--- config.mk ---
export PLATFORM = sky130hd
export DESIGN_NAME = pfsa_out
export DESIGN_NICKNAME = d
export VERILOG_FILES = /design/src/sv/page_free_stack_allocator_assert.svh /design/src/sv/pfsa_pkg.sv /design/src/sv/pfsa_out.sv
export SDC_FILE = /design/constraint.sdc
export NUM_CORES = 1
export LEC_CHECK = 0
export ABC_CLOCK_PERIOD_IN_PS = 1480
export BUFFER_PORTS_ARGS = -buffer_cell sky130_fd_sc_hd__buf_2
export CELL_PAD_IN_SITES_DETAIL_PLACEMENT = 1
export CELL_PAD_IN_SITES_GLOBAL_PLACEMENT = 2
export CORE_ASPECT_RATIO = 0.9
export CORE_MARGIN = 1.5
export CORE_UTILIZATION = 26
export CTS_CLUSTER_DIAMETER = 60
export DETAILED_ROUTE_END_ITERATION = 10
export GPL_ROUTABILITY_DRIVEN = 0
export GPL_TIMING_DRIVEN = 0
export PLACE_DENSITY_LB_ADDON = 0.15
export SLEW_MARGIN = 20
export SYNTH_ARGS = -nofsm -noshare
export SYNTH_HDL_FRONTEND = slang
export SYNTH_SLANG_ARGS = --single-unit
--- constraint.sdc ---
create_clock -name clock -period 1.48 [get_ports clock]
set_input_delay 0.222 -clock clock [delete_from_list [all_inputs] [get_ports clock]]
set_output_delay 0.222 -clock clock [all_outputs]
set_load 0.005 [all_outputs]
--- src/sv/page_free_stack_allocator_assert.svh ---
// ----------------------------------------------------------------------------
// Page free-stack allocator assertion macros
// Shared property wrappers; define NO_ASSERTIONS to compile them away.
// ----------------------------------------------------------------------------
`ifndef PAGE_FREE_STACK_ALLOCATOR_ASSERT_SVH
`define PAGE_FREE_STACK_ALLOCATOR_ASSERT_SVH
`ifndef NO_ASSERTIONS
// condition holds at every edge outside reset
`define PFSA_ASSERT_ALWAYS(name, clk, rst, cond) \
   name: assert property (@(posedge clk) disable iff (rst) (cond)) \
      else $error("pfsa: invariant violated");
// consequent holds in the same cycle as the antecedent
`define PFSA_ASSERT_IMP(name, clk, rst, ante, cons) \
   name: assert property (@(posedge clk) disable iff (rst) (ante) |-> (cons)) \
      else $error("pfsa: implication violated");
// consequent holds in the cycle after the antecedent
`define PFSA_ASSERT_NEXT(name, clk, rst, ante, cons) \
   name: assert property (@(posedge clk) disable iff (rst) (ante) |=> (cons)) \
      else $error("pfsa: next-cycle check violated");
`else
`define PFSA_ASSERT_ALWAYS(name, clk, rst, cond)
`define PFSA_ASSERT_IMP(name, clk, rst, ante, cons)
`define PFSA_ASSERT_NEXT(name, clk, rst, ante, cons)
`endif
`endif

--- src/sv/pfsa_pkg.sv ---
// ----------------------------------------------------------------------------
// pfsa_pkg
// Constants, codes and types shared by the page free-stack allocator.
// ----------------------------------------------------------------------------
package pfsa_pkg;

   localparam int ADDR_W     = 40;
   localparam int PAGE_SHIFT = 12;
   localparam int MAX_PAGES  = 1024;

   localparam int IDX_W  = $clog2(MAX_PAGES);
   localparam int CNT_W  = $clog2(MAX_PAGES + 1);
   localparam int BASE_W = ADDR_W + 1;
   localparam int DIFF_W = ADDR_W + 2;
   localparam int OFF_W  = BASE_W - PAGE_SHIFT;

   localparam int CMD_W      = 2;
   localparam int STS_W      = 3;
   localparam int REQ_DATA_W = 40;
   localparam int RSP_DATA_W = 64;
   localparam int CSR_ADDR_W = 4;
   localparam int CSR_DATA_W = 64;

   localparam logic [BASE_W-1:0] PAGE_MASK = BASE_W'((64'd1 << PAGE_SHIFT) - 64'd1);
   localparam logic [OFF_W-1:0]  MAX_OFF   = OFF_W'(MAX_PAGES);
   localparam logic [CNT_W-1:0]  MAX_CNT   = CNT_W'(MAX_PAGES);
   localparam logic [CNT_W-1:0]  CNT_ONE   = CNT_W'(1);

   // register index, taken from the top address bit
   localparam logic REG_START = 1'b0;
   localparam logic REG_STOP  = 1'b1;

   typedef enum logic [CMD_W-1:0] {
      CMD_INIT  = 2'd0,
      CMD_ALLOC = 2'd1,
      CMD_FREE  = 2'd2
   } cmd_type;

   typedef enum logic [STS_W-1:0] {
      STS_OK         = 3'd0,
      STS_OOM        = 3'd1,
      STS_MISALIGNED = 3'd2,
      STS_RANGE      = 3'd3,
      STS_DOUBLE     = 3'd4
   } status_type;

   typedef enum logic [2:0] {
      S_IDLE,
      S_INIT_SIZE,
      S_INIT_FILL,
      S_ALLOC_RD,
      S_FREE_CHK,
      S_FREE_RD,
      S_DONE
   } state_type;

   typedef struct packed {
      status_type        status;
      logic [ADDR_W-1:0] granted;
      logic [CNT_W-1:0]  free_count;
      logic [CNT_W-1:0]  total_count;
   } rsp_type;

endpackage

--- src/sv/pfsa_out.sv ---
// ----------------------------------------------------------------------------
// pfsa_out
// Result register between the sequencer and the result stream.
// ----------------------------------------------------------------------------
module pfsa_out (
   input  logic                              clock,
   input  logic                              reset,
   input  logic                              load_valid,
   input  pfsa_pkg::rsp_type                 load_data,
   output logic                              load_ready,
   output logic                              rsp_tvalid,
   input  logic                              rsp_tready,
   output logic [pfsa_pkg::RSP_DATA_W-1:0]   rsp_tdata,
   output logic [pfsa_pkg::STS_W-1:0]        rsp_tuser
);

   logic              valid_ff, valid_in;
   pfsa_pkg::rsp_type data_ff;

   assign load_ready = !valid_ff || rsp_tready;
   assign valid_in   = (load_valid && load_ready) || (valid_ff && !rsp_tready);

   always_ff @(posedge clock) begin
      if (reset) begin
         valid_ff <= 1'b0;
      end else begin
         valid_ff <= valid_in;
      end
   end

   always_ff @(posedge clock) begin
      if (load_valid && load_ready) begin
         data_ff <= load_data;
      end
   end

   assign rsp_tvalid = valid_ff;
   assign rsp_tuser  = data_ff.status;
   assign rsp_tdata  = {{(pfsa_pkg::RSP_DATA_W - pfsa_pkg::ADDR_W - 2 * pfsa_pkg::CNT_W){1'b0}},
                        data_ff.total_count, data_ff.free_count, data_ff.granted};

endmodule

; ---- Word level (Yosys, flattened, before mapping)
; Cells that the tools add are included.
[op_classes]
n_reduce_logical = 6
[ops]
columns = operator, count
row1 = 1-bit logical AND, 2
row2 = 1-bit logical NOT, 2
row3 = 1-bit logical OR, 2
[word_totals]
word_cells = 11
output_inout_bits = 69
input_bits = 69
register_bits = 66

; ---- Longest topological paths before layout
; Gate-level depths: netlist (run 1).
[depth]
depth_word = 4
depth_mapped = 2
depth_no_buf = 2

; ---- Worst setup path before layout (run 1)
; OpenSTA, ideal clock, no wires.
[synth_path]
path_kind = register -> register
startpoint = register valid_ff, in the netlist rsp_tvalid
endpoint = register data_ff, in the netlist rsp_tdata[0], enable pin
required_ns = 1.103
path_stages_with_launch = 3
slack_ns = 0.135
setup_ns = 0.377
n_path_buf = 0
t_arrival_ns = 0.968
synth_period_minus_slack_ns = 1.345
cell_sequence = dfxtp_1 nand2b_4 and2_4
[synth_via]
elab_chain_len = 3
[synth_lines]
columns = item, line_no
row1 = "start, declared", pfsa_out.sv:17  ; logic valid_ff, valid_in;
row2 = "start signal, assigned", pfsa_out.sv:27  ; valid_ff <= valid_in;
row3 = 1-bit logical NOT, pfsa_out.sv:20  ; assign load_ready = !valid_ff || rsp_tready;
row4 = 1-bit logical OR, pfsa_out.sv:20
row5 = named net load_ready, pfsa_out.sv:10  ; output logic load_ready,
row6 = 1-bit logical AND, pfsa_out.sv:32  ; if (load_valid && load_ready) begin
row7 = "end signal, assigned", pfsa_out.sv:33  ; data_ff <= load_data;
row8 = "end, declared", pfsa_out.sv:18  ; pfsa_pkg::rsp_type data_ff;
; The timed path passes the listed nets, and every way through them passes these cells.
; A chain may end at the register's enable or synchronous reset.

; ---- Final worst setup path (run 1)
[layout_path]
startpoint = register valid_ff, in the netlist rsp_tvalid
endpoint = register data_ff, in the netlist rsp_tdata[14], enable pin
[layout_via]
elab_chain_len = 3
[layout_lines]
columns = item, line_no
row1 = 1-bit logical NOT, pfsa_out.sv:20
row2 = 1-bit logical OR, pfsa_out.sv:20
row3 = 1-bit logical AND, pfsa_out.sv:32
; No other way between the ends.

==> results of run 1 <==
-- cell usage after synthesis --
cell / instances / area (sq um)
conb_1: 1 / 3.750
inv_1: 1 / 3.750
dfxtp_1: 1 / 20.02
and2_4: 1 / 8.760
nand2b_4: 1 / 13.76
edfxtp_1: 65 / 1952
a21oi_2: 1 / 8.760
buf_4: 2 / 15.01
-- area by class of cell --
cell class | count | area, sq um
sequential | 66 | 1972
fill | 797 | 4527
tap | 96 | 120.1
inverter | 1 | 3.754
timing repair buffer | 135 | 675.6
clock inverter | 7 | 60.06
buffer | 2 | 15.01
multi-input combinational | 6 | 47.55
clock buffer | 9 | 123.9
-- registers in the layout, summed over array words and instances, names as in the netlist --
register    count
rsp_tdata      62
rsp_tuser       3
rsp_tvalid      1
-- timing repair --
item | 4_1_cts | 5_1_grt
endpoints found under the setup margin | 65 | 0
hold endpoints to repair | 0 | 0
gates resized for setup | 1 | 0
-- worst max-delay path, cell delays in order, from the launching register on --
cell	delay, ps
dfxtp_1	330
nand2b_4	100
and2_4	420
-- where the power goes --
part | internal, uW | switching (uW)
sequential | 2180 | 26.2
combinational | 138 | 131
clock | 756 | 645
-- through the flow --
step | std cells | hold WS, ps
final | 322 | 46.89
after global routing | 322 | 32.30
after CTS | 322 | 26.48
after detailed placement | 305 | 389.9
after global placement | 305 | 381.5
after floorplan | 74 | 284.4
-- path summary, 6_finish.rpt --
path | startpoint | end | slack (ps) | depth (start not counted)
setup reg to reg | rsp_tvalid | rsp_tdata[14] | 260 | 2
setup / recovery | rsp_tvalid | rsp_tdata[14] | 260 | 2
hold / removal | reset | rsp_tvalid | 50 | 2
hold reg to reg | rsp_tvalid | rsp_tvalid | 520 | 2
-- cell families (layout without fill, tap and decap cells) --
| logic type | after synthesis | after routing | share of synthesized area |
|---|---|---|---|
| buf+inv | 3 | 154 | 0.009261 |
| flops | 66 | 66 | 0.9734 |
| other cells | 1 | 2 | 0.001851 |
| simple gates | 2 | 3 | 0.01112 |
| compound gates | 1 | 1 | 0.004324 |
-- metal layers --
layer / up-vias / part of all wire / track usage
met1: 605 / 0.35 / 0.1091
met5: - / 0 / 0
met3: 2 / 0.13 / 0.06930
met2: 88 / 0.52 / 0.2068
li1: 580 / - / -
met4: 0 / 0.0036 / 0.03209
==> impl_metrics.tcl, run 1 <==
set metrics [dict create \
    status "complete, no violations" \
    final_cell_mix "buf_2, edfxtp_1, clkbuf_8, clkinv_2" \
    fin_worst_skew_ps 3.115 \
    worst_ep_required_time_ps 1460 \
    fin_crit_ps 1220 \
    cts_setup_buffers 0 \
    wl_per_cell_microns 14.84 \
    fin_util 0.4000 \
    grt_pass1_vias 1364 \
    end_kind "flip-flop" \
    tns_ps 0 \
    netlist_instances 73 \
    crit_arrival_ps 1200 \
    cts_tree "built" \
    avgViaCountPerCell 3.960 \
    hold_path.class "input pin to flip-flop" \
    nNetsFinal 290 \
    cts_root_buffer "clkbuf_8" \
    leakage_uw 0.001303 \
    ir_drop_mv 0.5734 \
    ctsHoldBuffers 0 \
    finalWorstSetupSlack_ps 260.4 \
    clock_path_buffers 2 \
    hold_violations 0 \
    drive_gt1_frac 0.6858 \
    grt_pass1_wl_mm 6.768 \
    die_area_sq_um 8330 \
    firstDrtPassIters 4 \
    htree_levels 3 \
    ant_nets 0 \
    final_common_cell "buf_2" \
    yosysSeqAreaShare 0.9734 \
    core_area_sq_um 7545 \
    start_util 0.2685 \
    clock-sinks 66 \
    worst-path-max-fanout 33 \
    routed-via-count 1275 \
    numCtsBuffers 9 \
    grt_max_degree 34 \
    setup_viol 0 \
    antenna_cells 0 \
    fmax_ghz 0.8199 \
    rows 30 \
    slew_viol_final 0 \
    start_kind "flip-flop" \
    clk_pin_slew_ps 70 \
    wl_mm 4.780 \
    die_x_microns 96.04 \
    min_period_over_period 0.8241 \
    design_area_sq_um 3018 \
    antenna_found_initial 0 \
    groute.usage.overall 0.1152 \
    syn_to_final_growth_pct 48.98 \
    clock_latency_ps 330 \
    avgSynthCellArea_sq_um 27.75 \
    die_y_microns 86.74 \
    overflow 0 \
    post-route-drc-count 0 \
    boundaryPins 138 \
    crit_type "flip-flop to flip-flop" \
    powerDensity_nw_per_um2 1286 \
    rsz0062_at_grt "no" \
    ys_ff_latch 66 \
    power_uw 3880 \
    io_buffers 135 \
    place_area_sq_um 2825 \
    drtIter0Drc 36 \
    yosysWarnings 0 \
    ys_types 8 \
    synthesis.area_sq_um 2026 \
    max-cap-violations 0 \
    pre_cts_slack_ps -74.15 \
]
Note: power is estimated with default switching activity, not from simulation.
==> run 2: changes to the inputs <==
Settings changed: ABC_CLOCK_PERIOD_IN_PS 1480 to 1000, CORE_UTILIZATION 26 to 24.
Clock period 1.48 ns to 1 ns, I/O delays scaled along.
==> impl_metrics.tcl, run 2 (synthesized netlist as in run 1, its figures left out) <==
set metrics [dict create \
    status "complete, but fails checks" \
    violations "negative setup slack" \
    largest_reg_flops 62 \
    wl_met3_microns 635 \
    grt_pass1_vias 1781 \
    cts_root_buffer "clkbuf_8" \
    hold_violations 0 \
    groute.usage.overall 0.1310 \
    cts_tree "built" \
    antenna_found_initial 0 \
    end_kind "flip-flop" \
    place_area_sq_um 2830 \
    power_uw 6236 \
    start_util 0.2499 \
    hp-start "load_valid" \
    place_hpwl_mm 3.123 \
    grt_max_degree 18 \
    final_common_cell "buf_2" \
    worst_ep_required_time_ps 1010 \
    slowest_delay_ps 340 \
    htree_levels 3 \
    crit_buf_inv 0 \
    rows 31 \
    critPathTopFamily "simple AND/OR/NAND/NOR gates" \
    clock_latency_ps 330 \
    die_area_sq_um 9001 \
    avgViaCountPerCell 3.937 \
    ant_nets 0 \
    die_x_microns 99.84 \
    path_cells "nand2b_4 -> and2_4" \
    fin_crit_ps 1060 \
    ir_drop_mv 0.9184 \
    wl_mm 5.669 \
    grt_pass1_wl_mm 8.783 \
    core_area_sq_um 8107 \
    die_y_microns 90.16 \
    numCtsBuffers 9 \
    clock_path_buffers 2 \
    hold_path.class "input pin to flip-flop" \
    crit_type "flip-flop to flip-flop" \
    wl_per_cell_microns 14.39 \
    top_layer "met4" \
    design_area_sq_um 3734 \
    clk_pin_slew_ps 70 \
    slew_viol_final 0 \
    leakage_uw 0.001602 \
    firstDrtPassIters 3 \
    overflow 0 \
    min_period_over_period 1.060 \
    max-cap-violations 0 \
    reg2reg_from "rsp_tvalid" \
    routed-via-count 1551 \
    start_kind "flip-flop" \
    antenna_cells 0 \
    fin_worst_skew_ps 5.393 \
    fmax_ghz 0.9435 \
    powerDensity_nw_per_um2 1670 \
    boundaryPins 138 \
    drive_gt1_frac 0.5390 \
    finalWorstSetupSlack_ps -59.92 \
    syn_to_final_growth_pct 84.31 \
    pre_cts_slack_ps -538.8 \
    timing.critical_path.slowest_stage_cell "dfxtp_2" \
    final_cell_mix "buf_2, dlygate4sd3_1, edfxtp_1, clkbuf_8, and2_4" \
    m1WireLength_mm 2.100 \
    critPathLaunch "rsp_tvalid" \
    io_buffers 135 \
    post-route-drc-count 0 \
    crit_arrival_ps 1070 \
    setup_viol 70 \
    rsz0062_at_grt "yes" \
    clock-sinks 66 \
    worst-path-max-fanout 17 \
    nNetsFinal 359 \
    dr_wl_met2_mm 2.903 \
    drtIter0Drc 22 \
]
## run 2: cell count changes in the layout (fill, tap and decap cells not counted)
cell           previous run  this run
bufinv_16                 1         2
dfxtp_1                   1         0
buf_4                     2         3
clkinv_2                  3         2
clkinv_1                  2         1
dfxtp_2                   0         1
dlygate4sd3_1             0        66
clkbuf_1                  0         1
and2_4                    2         4
## run 2: metal layers
metal	vias up	GRT usage
met5	-	0
met4	0	0.02817
met3	4	0.07776
met2	100	0.2341
met1	728	0.1292
li1	719	-
## run 2: stage by stage
step / instances / hold WS (ps) / setup TNS (ps) / util
6_report: 394 / 105.8 / -3256 / 0.4606
5_1_grt: 394 / 102.8 / -9083 / 0.4606
4_1_cts: 394 / 87.31 / -4911 / 0.4606
3_5_place_dp: 308 / 310.9 / -34790 / 0.3491
3_3_place_gp: 308 / 303.6 / -34740 / 0.3491
2_1_floorplan: 74 / 205.1 / -21250 / -
## run 2: cell type report
type / instances / area, sq um
timing repair buffer: 202 / 1344
clock inverter: 6 / 81.33
multi-input combinational: 8 / 65.06
clock buffer: 10 / 127.6
buffer: 2 / 15.01
fill: 829 / 4373
inverter: 1 / 3.754
sequential: 66 / 1973
tap: 99 / 123.9
## run 2: power breakdown
part	leakage, uW	internal (uW)	switching, uW
clock	0.000104	1390	957
combinational	0.000861	383	241
sequential	0.000637	3230	38.0
## run 2: worst min-delay path: cells and delay by family
kind | cells | cell delay, ps
buf+inv | 2 | 210
compound gates | 1 | 40
## run 2: path summary, 6_finish.rpt
check	cells past startpoint	endpoint	slack (ps)
max	2	rsp_tdata[54]	-60
min reg2reg	3	rsp_tvalid	630
min	3	rsp_tvalid	110
max reg2reg	2	rsp_tdata[54]	-60
## run 2: repair_timing
action / CTS / global route
hold buffers: 66 / 0
endpoints found under the setup margin: 96 / 132
buffers inserted: 1 / 0
hold endpoints to repair: 66 / 0
gates cloned: 3 / 0
pin swaps: 2 / 0
resized for setup: 3 / 0
==> run 3: changes to the inputs <==
--- a/config.mk
+++ b/config.mk
@@ -19,3 +19,2 @@
 export PLACE_DENSITY_LB_ADDON = 0.15
-export SLEW_MARGIN = 20
 export SYNTH_ARGS = -nofsm -noshare
==> constraint.sdc (replaced) <==
create_clock -name clock -period 1 [get_ports clock]
set_input_delay 0.1 -clock clock [delete_from_list [all_inputs] [get_ports clock]]
set_output_delay 0.1 -clock clock [all_outputs]
set_load 0.005 [all_outputs]
==> impl_metrics.tcl, run 3 (synthesized netlist as in run 1, its figures left out) <==
set metrics [dict create \
    seq_area_sq_um 1976 \
    die_y_microns 90.16 \
    slew_viol_final 0 \
    cts_root_buffer "clkbuf_8" \
    grt_pass1_vias 1781 \
    r2r_end "rsp_tdata[47]" \
    worst-path-max-fanout 8 \
    drive_gt1_frac 0.5482 \
    leakage_uw 0.001634 \
    rsz0062_at_grt "yes" \
    final_cell_mix "buf_2, dlygate4sd3_1, edfxtp_1, clkbuf_8, and2_4" \
    violations "negative setup slack" \
    ff2ff_path_depth 2 \
    rows 31 \
    boundaryPins 138 \
    dp_cells 308 \
    fmax_ghz 0.9477 \
    end_kind "flip-flop" \
    groute.usage.overall 0.1310 \
    clock_path_buffers 2 \
    final_cells 400 \
    powerDensity_nw_per_um2 1656 \
    clk_pin_slew_ps 70 \
    syn_to_final_growth_pct 87.46 \
    grt.met1_usage 0.1292 \
    start_kind "flip-flop" \
    crit_type "flip-flop to flip-flop" \
    hold_violations 0 \
    clock_latency_ps 330 \
    critPathLaunch "rsp_tvalid" \
    firstDrtPassIters 2 \
    routed-via-count 1579 \
    grt.busiest_layer "met2" \
    num-fill-cells 829 \
    worst_ep_required_time_ps 1030 \
    met2_usage 0.2341 \
    nNetsFinal 365 \
    place_hpwl_mm 3.123 \
    fin_worst_skew_ps 6.976 \
    cts_tree "built" \
    antenna_found_initial 0 \
    largest_reg_flops 62 \
    clock-sinks 66 \
    status "complete, but fails checks" \
    hold_path.class "input pin to flip-flop" \
    htree_levels 3 \
    wl_mm 6.099 \
    numCtsBuffers 9 \
    ff2ff_setup_slack_ps -60 \
    max-cap-violations 0 \
    wl_per_cell_microns 15.25 \
    start_util 0.2499 \
    reg2reg_from "rsp_tvalid" \
    ir_drop_mv 0.9403 \
    fin_crit_ps 1055 \
    die_area_sq_um 9001 \
    overflow 0 \
    ant_nets 0 \
    hp-start "load_valid" \
    grt_max_degree 18 \
    final_common_cell "buf_2" \
    avgViaCountPerCell 3.948 \
    drtIter0Drc 16 \
    multi_input_area_sq_um 112.6 \
    crit_arrival_ps 1090 \
    setup_viol 37 \
    io_buffers 135 \
    core_area_sq_um 8107 \
    post-route-drc-count 0 \
    endpoint "rsp_tdata[47]" \
    gr-usage-met3 0.07776 \
    tns_ps -862.3 \
    antenna_cells 0 \
    min_period_over_period 1.055 \
    die_x_microns 99.84 \
    grt_pass1_wl_mm 8.783 \
    finalWorstSetupSlack_ps -55.19 \
]
## run 3: repair_timing
action	4_1_cts	5_1_grt
endpoints found under the setup margin	66	76
setup buffers	1	1
resized for setup	3	6
pin swaps	2	0
hold buffers	66	0
cloned	3	5
hold endpoints to repair	66	0
## run 3: per-layer routing
layer	up-vias	routed length, microns
met3	4	630
met2	100	3031
met5	-	0
met4	0	29
met1	739	2408
li1	736	-
## run 3: worst min path at each step
stage                      end  slack, ps  depth (start not counted)
floorplan           rsp_tvalid        160                          1
global placement    rsp_tvalid        250                          2
detailed placement  rsp_tvalid        260                          2
CTS                 rsp_tvalid         40                          3
global route        rsp_tvalid        120                          3
finish              rsp_tvalid        110                          3
## run 3: layout make-up
cell class	count	share of cell area
timing repair buffer	203	0.3575
clock buffer	10	0.03361
clock inverter	6	0.02142
inverter	1	0.0009885
tap	99	0.03262
buffer	2	0.003954
sequential	66	0.5203
multi-input combinational	13	0.02965
## run 3: metrics by stage
| step | area, sq um | power [uW] | setup slack (ps) | utilization | hold WS [ps] |
|---|---|---|---|---|---|
| floorplan | 2031 | 3423 | -327.0 | - | 155.1 |
| global placement | 2830 | 3718 | -537.9 | 0.3491 | 253.6 |
| detailed placement | 2830 | 3730 | -538.8 | 0.3491 | 260.9 |
| CTS | 3734 | 6358 | -82.61 | 0.4606 | 37.31 |
| global route | 3797 | 6567 | -95.10 | 0.4684 | 116.0 |
| finish | 3797 | 6289 | -55.19 | 0.4684 | 109.9 |
## run 3: critical path, stage by stage (launching register included)
cell and delay, ps:
dfxtp_4 370, nand2b_4 110, and2_2 280
## run 3: where the power goes
group / total, uW / switching [uW] / internal (uW)
registers: 3270 / 40.6 / 3230
logic: 659 / 256 / 403
clock network: 2360 / 974 / 1390
total: 6290 / 1270 / 5020
