**config.mk**
```make
export PLATFORM = sky130hd
export DESIGN_NAME = pfsa_ctrl
export DESIGN_NICKNAME = d
export VERILOG_FILES = /design/src/sv/pfsa_pkg.sv /design/src/sv/pfsa_ctrl.sv
export VERILOG_INCLUDE_DIRS = /design/src /design/src/sv
export SDC_FILE = /design/constraint.sdc
export NUM_CORES = 1
export LEC_CHECK = 0
export BUFFER_PORTS_ARGS = -buffer_cell sky130_fd_sc_hd__buf_2
export CAP_MARGIN = 40
export CELL_PAD_IN_SITES_DETAIL_PLACEMENT = 2
export CELL_PAD_IN_SITES_GLOBAL_PLACEMENT = 2
export CORE_ASPECT_RATIO = 0.7
export CORE_MARGIN = 1
export CORE_UTILIZATION = 32
export CTS_CLUSTER_SIZE = 25
export DETAILED_ROUTE_END_ITERATION = 7
export GPL_ROUTABILITY_DRIVEN = 0
export PLACE_DENSITY_LB_ADDON = 0.2
export SLEW_MARGIN = 20
export SYNTH_ARGS = -nofsm -noshare
export SYNTH_HDL_FRONTEND = slang
export SYNTH_SLANG_ARGS = --single-unit
```
**constraint.sdc**
```tcl
create_clock -name clock -period 8 [get_ports clock]
set_input_delay 1.6 -clock clock [delete_from_list [all_inputs] [get_ports clock]]
set_output_delay 1.6 -clock clock [all_outputs]
set_load 0.01 [all_outputs]
```
**src/sv/page_free_stack_allocator_assert.svh**
```systemverilog
// ----------------------------------------------------------------------------
// Page free-stack allocator assertion macros
// Shared property wrappers; define NO_ASSERTIONS to compile them away.
// ----------------------------------------------------------------------------
`ifndef PAGE_FREE_STACK_ALLOCATOR_ASSERT_SVH
`define PAGE_FREE_STACK_ALLOCATOR_ASSERT_SVH
`ifndef NO_ASSERTIONS
// condition holds at every edge outside reset
`define PFSA_ASSERT_ALWAYS(name, clk, rst, cond) \
   name: assert property (@(posedge clk) disable iff (rst) (cond)) \
      else $error("pfsa: invariant violated");
// consequent holds in the same cycle as the antecedent
`define PFSA_ASSERT_IMP(name, clk, rst, ante, cons) \
   name: assert property (@(posedge clk) disable iff (rst) (ante) |-> (cons)) \
      else $error("pfsa: implication violated");
// consequent holds in the cycle after the antecedent
`define PFSA_ASSERT_NEXT(name, clk, rst, ante, cons) \
   name: assert property (@(posedge clk) disable iff (rst) (ante) |=> (cons)) \
      else $error("pfsa: next-cycle check violated");
`else
`define PFSA_ASSERT_ALWAYS(name, clk, rst, cond)
`define PFSA_ASSERT_IMP(name, clk, rst, ante, cons)
`define PFSA_ASSERT_NEXT(name, clk, rst, ante, cons)
`endif
`endif

```
**src/sv/pfsa_pkg.sv**
```systemverilog
// ----------------------------------------------------------------------------
// pfsa_pkg
// Constants, codes and types shared by the page free-stack allocator.
// ----------------------------------------------------------------------------
package pfsa_pkg;

   localparam int ADDR_W     = 40;
   localparam int PAGE_SHIFT = 12;
   localparam int MAX_PAGES  = 1024;

   localparam int IDX_W  = $clog2(MAX_PAGES);
   localparam int CNT_W  = $clog2(MAX_PAGES + 1);
   localparam int BASE_W = ADDR_W + 1;
   localparam int DIFF_W = ADDR_W + 2;
   localparam int OFF_W  = BASE_W - PAGE_SHIFT;

   localparam int CMD_W      = 2;
   localparam int STS_W      = 3;
   localparam int REQ_DATA_W = 40;
   localparam int RSP_DATA_W = 64;
   localparam int CSR_ADDR_W = 4;
   localparam int CSR_DATA_W = 64;

   localparam logic [BASE_W-1:0] PAGE_MASK = BASE_W'((64'd1 << PAGE_SHIFT) - 64'd1);
   localparam logic [OFF_W-1:0]  MAX_OFF   = OFF_W'(MAX_PAGES);
   localparam logic [CNT_W-1:0]  MAX_CNT   = CNT_W'(MAX_PAGES);
   localparam logic [CNT_W-1:0]  CNT_ONE   = CNT_W'(1);

   // register index, taken from the top address bit
   localparam logic REG_START = 1'b0;
   localparam logic REG_STOP  = 1'b1;

   typedef enum logic [CMD_W-1:0] {
      CMD_INIT  = 2'd0,
      CMD_ALLOC = 2'd1,
      CMD_FREE  = 2'd2
   } cmd_type;

   typedef enum logic [STS_W-1:0] {
      STS_OK         = 3'd0,
      STS_OOM        = 3'd1,
      STS_MISALIGNED = 3'd2,
      STS_RANGE      = 3'd3,
      STS_DOUBLE     = 3'd4
   } status_type;

   typedef enum logic [2:0] {
      S_IDLE,
      S_INIT_SIZE,
      S_INIT_FILL,
      S_ALLOC_RD,
      S_FREE_CHK,
      S_FREE_RD,
      S_DONE
   } state_type;

   typedef struct packed {
      status_type        status;
      logic [ADDR_W-1:0] granted;
      logic [CNT_W-1:0]  free_count;
      logic [CNT_W-1:0]  total_count;
   } rsp_type;

endpackage

```
**src/sv/pfsa_ctrl.sv**
```systemverilog
// ----------------------------------------------------------------------------
// pfsa_ctrl
// Command sequencer: address checks, stack pointer and memory read-modify-write.
// ----------------------------------------------------------------------------
`include "page_free_stack_allocator_assert.svh"

module pfsa_ctrl (
   input  logic                              clock,
   input  logic                              reset,
   input  logic                              req_valid,
   output logic                              req_ready,
   input  logic [pfsa_pkg::CMD_W-1:0]        req_cmd,
   input  logic [pfsa_pkg::ADDR_W-1:0]       req_addr,
   input  logic [pfsa_pkg::ADDR_W-1:0]       region_start,
   input  logic [pfsa_pkg::ADDR_W-1:0]       region_stop,
   input  logic [pfsa_pkg::BASE_W-1:0]       region_base,
   output logic                              stack_we,
   output logic [pfsa_pkg::IDX_W-1:0]        stack_waddr,
   output logic [pfsa_pkg::IDX_W-1:0]        stack_wdata,
   output logic                              stack_re,
   output logic [pfsa_pkg::IDX_W-1:0]        stack_raddr,
   input  logic [pfsa_pkg::IDX_W-1:0]        stack_rdata,
   output logic                              marks_we,
   output logic [pfsa_pkg::IDX_W-1:0]        marks_waddr,
   output logic [0:0]                        marks_wdata,
   output logic                              marks_re,
   output logic [pfsa_pkg::IDX_W-1:0]        marks_raddr,
   input  logic [0:0]                        marks_rdata,
   input  logic                              out_ready,
   output logic                              res_valid,
   output pfsa_pkg::rsp_type                 res
);

   pfsa_pkg::state_type               state_ff, state_in;
   logic [pfsa_pkg::CNT_W-1:0]        depth_ff, depth_in;
   logic [pfsa_pkg::CNT_W-1:0]        managed_ff, managed_in;
   logic [pfsa_pkg::CNT_W-1:0]        fill_ff, fill_in;
   logic [pfsa_pkg::IDX_W-1:0]        idx_ff, idx_in;
   logic [pfsa_pkg::OFF_W-1:0]        off_ff, off_in;
   logic                              neg_ff, neg_in;
   logic                              out_ff, out_in;
   logic                              mis_ff, mis_in;
   pfsa_pkg::status_type              status_ff, status_in;
   logic [pfsa_pkg::ADDR_W-1:0]       granted_ff, granted_in;

   logic [pfsa_pkg::DIFF_W-1:0]       sub_a;
   logic [pfsa_pkg::DIFF_W-1:0]       diff;
   logic [pfsa_pkg::CNT_W-1:0]        depth_dec;
   logic [pfsa_pkg::CNT_W-1:0]        fill_inc;
   logic [pfsa_pkg::CNT_W-1:0]        init_n;
   logic [pfsa_pkg::BASE_W-1:0]       grant_sum;
   logic                              unmanaged;

   always_ff @(posedge clock) begin
      if (reset) begin
         state_ff   <= pfsa_pkg::S_IDLE;
         depth_ff   <= '0;
         managed_ff <= '0;
      end else begin
         state_ff   <= state_in;
         depth_ff   <= depth_in;
         managed_ff <= managed_in;
      end
   end

   always_ff @(posedge clock) begin
      fill_ff    <= fill_in;
      idx_ff     <= idx_in;
      off_ff     <= off_in;
      neg_ff     <= neg_in;
      out_ff     <= out_in;
      mis_ff     <= mis_in;
      status_ff  <= status_in;
      granted_ff <= granted_in;
   end

   // free uses addr - base; init uses stop - base
   assign sub_a = (pfsa_pkg::cmd_type'(req_cmd) == pfsa_pkg::CMD_FREE)
                ? {2'b00, req_addr} : {2'b00, region_stop};
   assign diff  = sub_a - {1'b0, region_base};

   assign depth_dec = depth_ff - pfsa_pkg::CNT_ONE;
   assign fill_inc  = fill_ff + pfsa_pkg::CNT_ONE;
   assign unmanaged = off_ff >= {{(pfsa_pkg::OFF_W - pfsa_pkg::CNT_W){1'b0}}, managed_ff};
   assign grant_sum = region_base
                    + ({{(pfsa_pkg::BASE_W - pfsa_pkg::IDX_W){1'b0}}, stack_rdata}
                       << pfsa_pkg::PAGE_SHIFT);

   always_comb begin
      if (neg_ff) begin
         init_n = '0;
      end else if (off_ff >= pfsa_pkg::MAX_OFF) begin
         init_n = pfsa_pkg::MAX_CNT;
      end else begin
         init_n = off_ff[pfsa_pkg::CNT_W-1:0];
      end
   end

   always_comb begin
      state_in    = state_ff;
      depth_in    = depth_ff;
      managed_in  = managed_ff;
      fill_in     = fill_ff;
      idx_in      = idx_ff;
      off_in      = off_ff;
      neg_in      = neg_ff;
      out_in      = out_ff;
      mis_in      = mis_ff;
      status_in   = status_ff;
      granted_in  = granted_ff;
      stack_we    = 1'b0;
      stack_waddr = fill_ff[pfsa_pkg::IDX_W-1:0];
      stack_wdata = fill_ff[pfsa_pkg::IDX_W-1:0];
      stack_re    = 1'b0;
      stack_raddr = depth_dec[pfsa_pkg::IDX_W-1:0];
      marks_we    = 1'b0;
      marks_waddr = fill_ff[pfsa_pkg::IDX_W-1:0];
      marks_wdata = 1'b1;
      marks_re    = 1'b0;
      marks_raddr = off_ff[pfsa_pkg::IDX_W-1:0];
      res_valid   = (state_ff == pfsa_pkg::S_DONE);
      req_ready   = (state_ff == pfsa_pkg::S_IDLE)
                 || ((state_ff == pfsa_pkg::S_DONE) && out_ready);

      unique case (state_ff)
         pfsa_pkg::S_IDLE: begin
         end
         pfsa_pkg::S_INIT_SIZE: begin
            depth_in   = init_n;
            managed_in = init_n;
            fill_in    = '0;
            state_in   = (init_n == '0) ? pfsa_pkg::S_DONE : pfsa_pkg::S_INIT_FILL;
         end
         pfsa_pkg::S_INIT_FILL: begin
            // push page indices in ascending order and mark each free
            stack_we = 1'b1;
            marks_we = 1'b1;
            fill_in  = fill_inc;
            if (fill_inc == managed_ff) begin
               state_in = pfsa_pkg::S_DONE;
            end
         end
         pfsa_pkg::S_ALLOC_RD: begin
            marks_we    = 1'b1;
            marks_waddr = stack_rdata;
            marks_wdata = 1'b0;
            depth_in    = depth_dec;
            granted_in  = grant_sum[pfsa_pkg::ADDR_W-1:0];
            status_in   = pfsa_pkg::STS_OK;
            state_in    = pfsa_pkg::S_DONE;
         end
         pfsa_pkg::S_FREE_CHK: begin
            priority if (mis_ff) begin
               status_in = pfsa_pkg::STS_MISALIGNED;
               state_in  = pfsa_pkg::S_DONE;
            end else if (out_ff || neg_ff || unmanaged) begin
               status_in = pfsa_pkg::STS_RANGE;
               state_in  = pfsa_pkg::S_DONE;
            end else begin
               marks_re = 1'b1;
               idx_in   = off_ff[pfsa_pkg::IDX_W-1:0];
               state_in = pfsa_pkg::S_FREE_RD;
            end
         end
         pfsa_pkg::S_FREE_RD: begin
            priority if (marks_rdata[0]) begin
               status_in = pfsa_pkg::STS_DOUBLE;
            end else if (depth_ff >= pfsa_pkg::MAX_CNT) begin
               status_in = pfsa_pkg::STS_RANGE;
            end else begin
               marks_we    = 1'b1;
               marks_waddr = idx_ff;
               stack_we    = 1'b1;
               stack_waddr = depth_ff[pfsa_pkg::IDX_W-1:0];
               stack_wdata = idx_ff;
               depth_in    = depth_ff + pfsa_pkg::CNT_ONE;
               status_in   = pfsa_pkg::STS_OK;
            end
            state_in = pfsa_pkg::S_DONE;
         end
         pfsa_pkg::S_DONE: begin
            if (out_ready) begin
               state_in = pfsa_pkg::S_IDLE;
            end
         end
         default: begin
            state_in = pfsa_pkg::S_IDLE;
         end
      endcase

      // start a new transaction; the held result leaves on the same edge
      if (req_valid && req_ready) begin
         off_in     = diff[pfsa_pkg::ADDR_W:pfsa_pkg::PAGE_SHIFT];
         neg_in     = diff[pfsa_pkg::DIFF_W-1];
         out_in     = (req_addr < region_start) || (req_addr >= region_stop);
         mis_in     = (req_addr[pfsa_pkg::PAGE_SHIFT-1:0] != '0);
         status_in  = pfsa_pkg::STS_OK;
         granted_in = '0;
         unique case (pfsa_pkg::cmd_type'(req_cmd))
            pfsa_pkg::CMD_INIT: begin
               state_in = pfsa_pkg::S_INIT_SIZE;
            end
            pfsa_pkg::CMD_ALLOC: begin
               if (depth_ff == '0) begin
                  status_in = pfsa_pkg::STS_OOM;
                  state_in  = pfsa_pkg::S_DONE;
               end else begin
                  stack_re = 1'b1;
                  state_in = pfsa_pkg::S_ALLOC_RD;
               end
            end
            pfsa_pkg::CMD_FREE: begin
               state_in = pfsa_pkg::S_FREE_CHK;
            end
            default: begin
               state_in = pfsa_pkg::S_DONE;
            end
         endcase
      end
   end

   assign res.status      = status_ff;
   assign res.granted     = granted_ff;
   assign res.free_count  = depth_ff;
   assign res.total_count = managed_ff;

   `PFSA_ASSERT_ALWAYS(a_depth_within_managed, clock, reset, depth_ff <= managed_ff)
   `PFSA_ASSERT_ALWAYS(a_managed_within_max, clock, reset, managed_ff <= pfsa_pkg::MAX_CNT)
   `PFSA_ASSERT_NEXT(a_alloc_pops_one, clock, reset, state_ff == pfsa_pkg::S_ALLOC_RD, depth_ff == $past(depth_ff) - pfsa_pkg::CNT_ONE)
   `PFSA_ASSERT_IMP(a_push_only_clear, clock, reset, (state_ff == pfsa_pkg::S_FREE_RD) && stack_we, !marks_rdata[0] && (idx_ff < managed_ff))

endmodule

```
---- Word-level counts from Yosys, hierarchy flattened ----
Index checks and enable logic that the tools add are counted.
operators by class
  reductions and logical operators ........ 20
  add/sub/neg operators ................... 5
  muxes and demuxes ....................... 42
  magnitude comparators ................... 5
  bitwise operators ....................... 2
  equality and inequality tests ........... 15
operators with widths
  operator                                                                  number
  10-bit 2-to-1 mux                                                         6
  11-bit 2-to-1 mux                                                         4
  40-bit by 41-bit subtractor with 42-bit output                            1
  40-bit by 22-bit adder with 40-bit output                                 1
  40-bit >= comparator                                                      1
  40-bit less-than comparator                                               1
  40-bit 2-to-1 mux                                                         1
  11-bit one-hot mux with 3 select lines                                    1
  29-bit by 11-bit >= comparator with 1-bit output                          1
  29-bit by 11-bit >= comparator with 1-bit output (second input constant)  1
  3-bit 2-to-1 mux                                                          9
  11-bit by 1-bit adder with 11-bit output (second input constant)          2
  11-bit zero test                                                          2
  11-bit one-hot mux with 2 select lines                                    1
  10-bit one-hot mux with 2 select lines                                    1
  3-bit one-hot mux with 3 select lines                                     2
  3-bit one-hot mux with 6 select lines                                     1
  12-bit nonzero test                                                       1
  11-bit equality test                                                      1
  11-bit >= comparator (second input constant)                              1
  1-bit 2-to-1 mux                                                          11
  11-bit by 1-bit subtractor with 11-bit output (second input constant)     1
  3-bit equality test (second input constant)                               3
  3-bit AND reduction                                                       3
  other kinds (21)                                                          32
word-level totals
  bits in registers ....................... 121
  output and inout port bits .............. 122
  input port bits ......................... 178
  word-level logic and storage cells ...... 100

---- Logic depth before layout (Yosys ltp) ----
  depth after elaboration ................. 7
  gate-level depth with buffers ........... 17
  mapped depth without buffers ............ 13

---- Least setup slack after synthesis ----
OpenSTA, ideal clock, no wires.
  kind .................................... input -> register
  from .................................... input req_cmd[1] (netlist name)
  to ...................................... register off_ff[25] (netlist name), data pin
  library setup time ...................... 0.258 ns
  arrival ................................. 4.723 ns
  cell stages on the path ................. 17
  buffers on the path ..................... 4
  setup slack ............................. 3.019 ns
  required time ........................... 7.742 ns
  cells stage by stage .................... nor2b_1 > buf_2 > clkbuf_1 > clkbuf_1 > nand2_1 > o21ai_0 > ha_1 > buf_6 > a21o_1 > a21o_1 > a21o_1 > a21o_1 > a21o_1 > or4_4 > a31oi_2 > o21ai_2 > xnor2_1
between the ends
  word-level cells in the longest chain between the ends .. 3
ends and longest elaborated chain
  what                                            line             source
  from (decl)                                     pfsa_ctrl.sv:12  input logic [pfsa_pkg::CMD_W-1:0] req_cmd,
  2-bit equality test                             pfsa_ctrl.sv:78  assign sub_a = (pfsa_pkg::cmd_type'(req_cmd) == pfsa_pkg::CMD_FREE)
  40-bit 2-to-1 mux                               pfsa_ctrl.sv:79  ? {2'b00, req_addr} : {2'b00, region_stop};
  40-bit by 41-bit subtractor with 42-bit output  pfsa_ctrl.sv:80  assign diff = sub_a - {1'b0, region_base};
  named net diff, one bit                         pfsa_ctrl.sv:47  logic [pfsa_pkg::DIFF_W-1:0] diff;
  to (signal assigned)                            pfsa_ctrl.sv:69  off_ff <= off_in;
  to (decl)                                       pfsa_ctrl.sv:39  logic [pfsa_pkg::OFF_W-1:0] off_ff, off_in;
The timed path passes the listed nets, and every way through them passes these cells.
A chain may end at the register's enable or synchronous reset.

---- Worst setup path in the final report ----
  from .................................... input out_ready
  to ...................................... output stack_re
between the ends
  word-level cells in the longest chain between the ends .. 4
ends and longest elaborated chain
  what               line              source
  from (decl)        pfsa_ctrl.sv:29   input logic out_ready,
  1-bit logical AND  pfsa_ctrl.sv:123  || ((state_ff == pfsa_pkg::S_DONE) && out_ready);
  1-bit logical OR   pfsa_ctrl.sv:123
  1-bit logical AND  pfsa_ctrl.sv:192  if (req_valid && req_ready) begin
  1-bit 2-to-1 mux   pfsa_ctrl.sv:192
  to (decl)          pfsa_ctrl.sv:20   output logic stack_re,
No other way between the ends.

==> summary by stage <==
STA
The slew at the pin closest to its max-slew limit is just over 0.8 ns. The worst relative slew slack is 0.461. In the finished design, the share of the clock period the worst path needs comes to 0.653.

The final critical-path required period is approximately 5.2 ns. Derived from the worst setup path, the maximum achievable clock frequency is roughly 190 MHz. The final sum of negative setup slack is 0 ns.

The number of failing setup endpoints in the final timing report is 0. The count of final max-slew check failures is 0. The hold violation count in the final report is 0. On the final layout, the worst clock skew is around 0.0069 ns. Setup repair after global routing left no endpoint under its margin.

Floorplanning
In this run the horizontal extent of the chip is about 220 um. The core region is 32,700 um^2. The die covers approximately 34,000 um^2. The number of rows in the core area is 55. The number of primary I/O pins is 300. The die is approximately 160 um tall. For this configuration, the core starts out at a cell density of 0.329.

Clock tree
The master cell of the clock root buffer is sky130_fd_sc_hd__clkbuf_16. The maximum level of the CTS H-tree is 4. The number of clock buffers inserted by TritonCTS is 17. After clock tree synthesis, the clock-pin slew on the worst setup and hold paths is roughly 0.050 ns. The later-pin clock latency in the skew report is between 0.4 and 0.5 ns. Buffers inserted to repair hold after CTS numbered 0.

The number of sinks handled by clock tree synthesis is roughly 120. The clock passes through at most 2 buffers. TritonCTS built the clock tree. Gates resized during post-CTS repair numbered 0. The number of setup buffers added after CTS is 0.

Global routing
The via count of the first global-routing pass is ~12,000. The aggregate global routing overflow is 0. The largest net degree at the start of global routing is 74.

The initial antenna violation count is 3. Across every metal layer, demand over resource in global routing totals 0.259. The first global-routing pass estimated between 60,000 and 70,000 um of wire.

Synthesis
For this run, the leading register cell type out of synthesis is sky130_fd_sc_hd__dfxtp_1. The largest family of logic cells by synthesized area is compound AO/OA/AOI/OAI gates. Of the synthesized area, sequential elements account for 0.277. The number of warning messages in the yosys log is 0.

The synthesized design contains between 50 and 60 enable-type register cells. Synthesis produced a netlist whose cell count is between 1,000 and 1,500. The post-synthesis mux area share is 0. When the netlist entered floorplanning its net count stood at roughly 1,700. The async set-reset flop share out of synthesis is 0. Each instance of the synthesized netlist takes up on average about 8 um^2. Synthesis inferred 121 register bits. The number of distinct standard cells referenced by the synthesized netlist is between 60 and 70. The share of synthesized cell area in full adder, half adder and majority cells is 0.167. The synthesized netlist occupies a cell area of 10,800 um^2. The xor-xnor portion of the synthesized cell area is 0.0684.

The simple-gate share of the synthesized area is 0.201. The synthesized-area fraction occupied by ao, oa, aoi and oai cells is 0.206.

Placement
The number of port buffers is around 300. The wire-length estimate of the detail-placed layout is ~36,000 um.

Worst setup path
Broken down by cell family, the worst path's largest delay share belongs to simple AND/OR/NAND/NOR gates. The slack of the worst reg-to-reg path is around 4.7 ns. The reg-to-reg critical path startpoint is state_ff[2]. In this run the critical register-to-register path is captured at depth_ff[1]. The worst setup path is of the input pin to primary output kind. Along the worst path, the maximum fanout reaches 14. The number of buffers and inverters on the critical path is 3.

For the worst flop-to-flop path, the logic depth is 8. The most critical setup path has its startpoint at out_ready. For this run, the slowest stage of the critical path takes 0.48 ns.

The cell with the largest stage delay on the worst path is sky130_fd_sc_hd__nand2_1. STA puts the critical path data arrival time at between 3 and 4 ns. The data required time at the worst endpoint is approximately 6.4 ns.

Traced cell by cell, the critical path runs through buf_2 > a21boi_0 > nor3_1 > nand2_1 > inv_2 > nand2_1 > nor3_1 > buf_2. The worst setup path is captured at a primary output. STA classifies the critical path startpoint as an input pin.

Status
The run finished with clean final reports.

Drt
The remaining antenna violation count after routing is 0. The number of detailed-route iterations in the first pass is 7. The violation count after the first detailed-routing iteration is ~780. The final wirelength is about 44,000 um. After detailed routing, the number of vias per cell comes to between 5 and 6. The detailed-route DRC error count is 0. The post-detailed-route wirelength per cell is about 21 um. The routed layout has between 10,000 and 15,000 vias.

Pwr
The leakage power of the design is roughly 0.0064 uW. The power density of the placed cells is 205 nW/um^2. The worst-case IR drop observed on VDD is around 0.00015 V.

Finish
The synthesis-to-finish area growth is 22.4%. The post-layout utilization of the core is 0.403. The commonest non-fill, non-tap cell in the layout is sky130_fd_sc_hd__buf_2. After the last flow step, the layout net total stands at roughly 2,000. Leaving out fill and tap cells, the most frequent cells in the layout are 300 x sky130_fd_sc_hd__buf_2, 208 x sky130_fd_sc_hd__nand2_1, 145 x sky130_fd_sc_hd__inv_1, 142 x sky130_fd_sc_hd__ha_1, 104 x sky130_fd_sc_hd__a21oi_1. The share of post-route cells with drive strength above 1 is 0.214.

Run
Max-cap violations in this run came to 0.

Worst hold path
The path with the worst hold slack has its endpoint at granted_ff[0]. The worst hold path begins at granted_ff[0]. The worst hold path depth is 2. The min-delay analysis places its worst path in the category register to register.
-- where the power goes --
part	internal, uW	switching (uW)
clock	493	290
sequential	775	142
combinational	385	610
total	1650	1040
-- cells in the mapped netlist (6+ instances only) --
cell / n / share of area
sky130_fd_sc_hd__xor2_1: 24 / 0.020
sky130_fd_sc_hd__nor3_1: 27 / 0.013
sky130_fd_sc_hd__inv_1: 146 / 0.051
sky130_fd_sc_hd__nor2_1: 73 / 0.025
sky130_fd_sc_hd__o21a_1: 7 / 0.0049
sky130_fd_sc_hd__a21oi_1: 104 / 0.048
sky130_fd_sc_hd__clkbuf_1: 52 / 0.018
sky130_fd_sc_hd__edfxtp_1: 56 / 0.16
sky130_fd_sc_hd__o221ai_1: 6 / 0.0049
sky130_fd_sc_hd__o211ai_1: 6 / 0.0042
sky130_fd_sc_hd__nor2b_1: 15 / 0.0087
sky130_fd_sc_hd__o21ai_0: 84 / 0.039
sky130_fd_sc_hd__xnor2_1: 60 / 0.049
sky130_fd_sc_hd__ha_1: 142 / 0.17
sky130_fd_sc_hd__a211oi_1: 22 / 0.015
sky130_fd_sc_hd__nand3_1: 54 / 0.025
sky130_fd_sc_hd__nand2_1: 208 / 0.073
sky130_fd_sc_hd__a21o_1: 51 / 0.036
sky130_fd_sc_hd__and3_1: 14 / 0.0081
sky130_fd_sc_hd__buf_4: 10 / 0.0070
sky130_fd_sc_hd__nor4_1: 13 / 0.0076
sky130_fd_sc_hd__nand2b_1: 13 / 0.0076
sky130_fd_sc_hd__dfxtp_1: 65 / 0.12
sky130_fd_sc_hd__and4_1: 8 / 0.0065
sky130_fd_sc_hd__nand4_1: 22 / 0.013
-- metal layers --
layer  GRT usage  vias up  part of all wire
li1            -     5341                 -
met1       0.343     5532              0.47
met2       0.439      286              0.47
met3      0.0387       51             0.041
met4      0.0716        0             0.017
met5           0        -                 0
-- final cells by class --
cell class                      instances  area, um^2
Fill cell                            3831       19500
Multi-Input combinational cell       1038        6920
Sequential cell                       121        2980
Timing Repair Buffer                  310        1590
Inverter                              146         548
Tap cell                              427         534
Clock buffer                           25         497
Clock inverter                          7        90.1
Antenna cell                            2        5.00
-- how the worst max path moves through the flow --
stage                 end  slack (ns)  cells past startpoint
2_1_floorplan  off_ff[25]        3.02                     17
3_3_place_gp   off_ff[25]        2.57                     13
3_5_place_dp   off_ff[25]        2.83                     14
4_1_cts          marks_re        2.87                      9
5_1_grt          marks_re        2.74                      9
6_report         stack_re        2.78                      8
-- through the flow --
stage               setup slack, ns  total power [uW]  area [um^2]  hold WS [ns]  instances
floorplan                      3.02              1480        10800         0.476       1376
global placement               2.57              1860        12500         0.438       2037
detailed placement             2.83              1910        12500         0.452       2038
CTS                            2.87              2700        13100         0.464       2070
global route                   2.74              2850        13200         0.489       2076
finish                         2.78              2690        13200         0.459       2076
-- worst reg2reg max path: cells and delay by family, from the launching register on --
family          cells  cell delay [ns]
compound gates      2             0.38
buf+inv             1             0.19
flops               1             0.51
simple gates        5             2.06
-- sequential cells by signal, summed over array words and instances, names as in the netlist --
register / cells
granted_ff: 40
off_ff: 29
depth_ff: 11
fill_ff: 11
managed_ff: 11
idx_ff: 10
state_ff: 3
status_ff: 3
mis_ff: 1
neg_ff: 1
out_ff: 1
-- logic make-up after synthesis --
kind of cell               after synthesis
AOI/OAI and AO/OA                      345
xor gates and xnor gates                84
adders and majority gates              143
buffers and inverters                  217
DFF                                    121
and+or+nand+nor                        466
(Power assumes the default switching activity.)
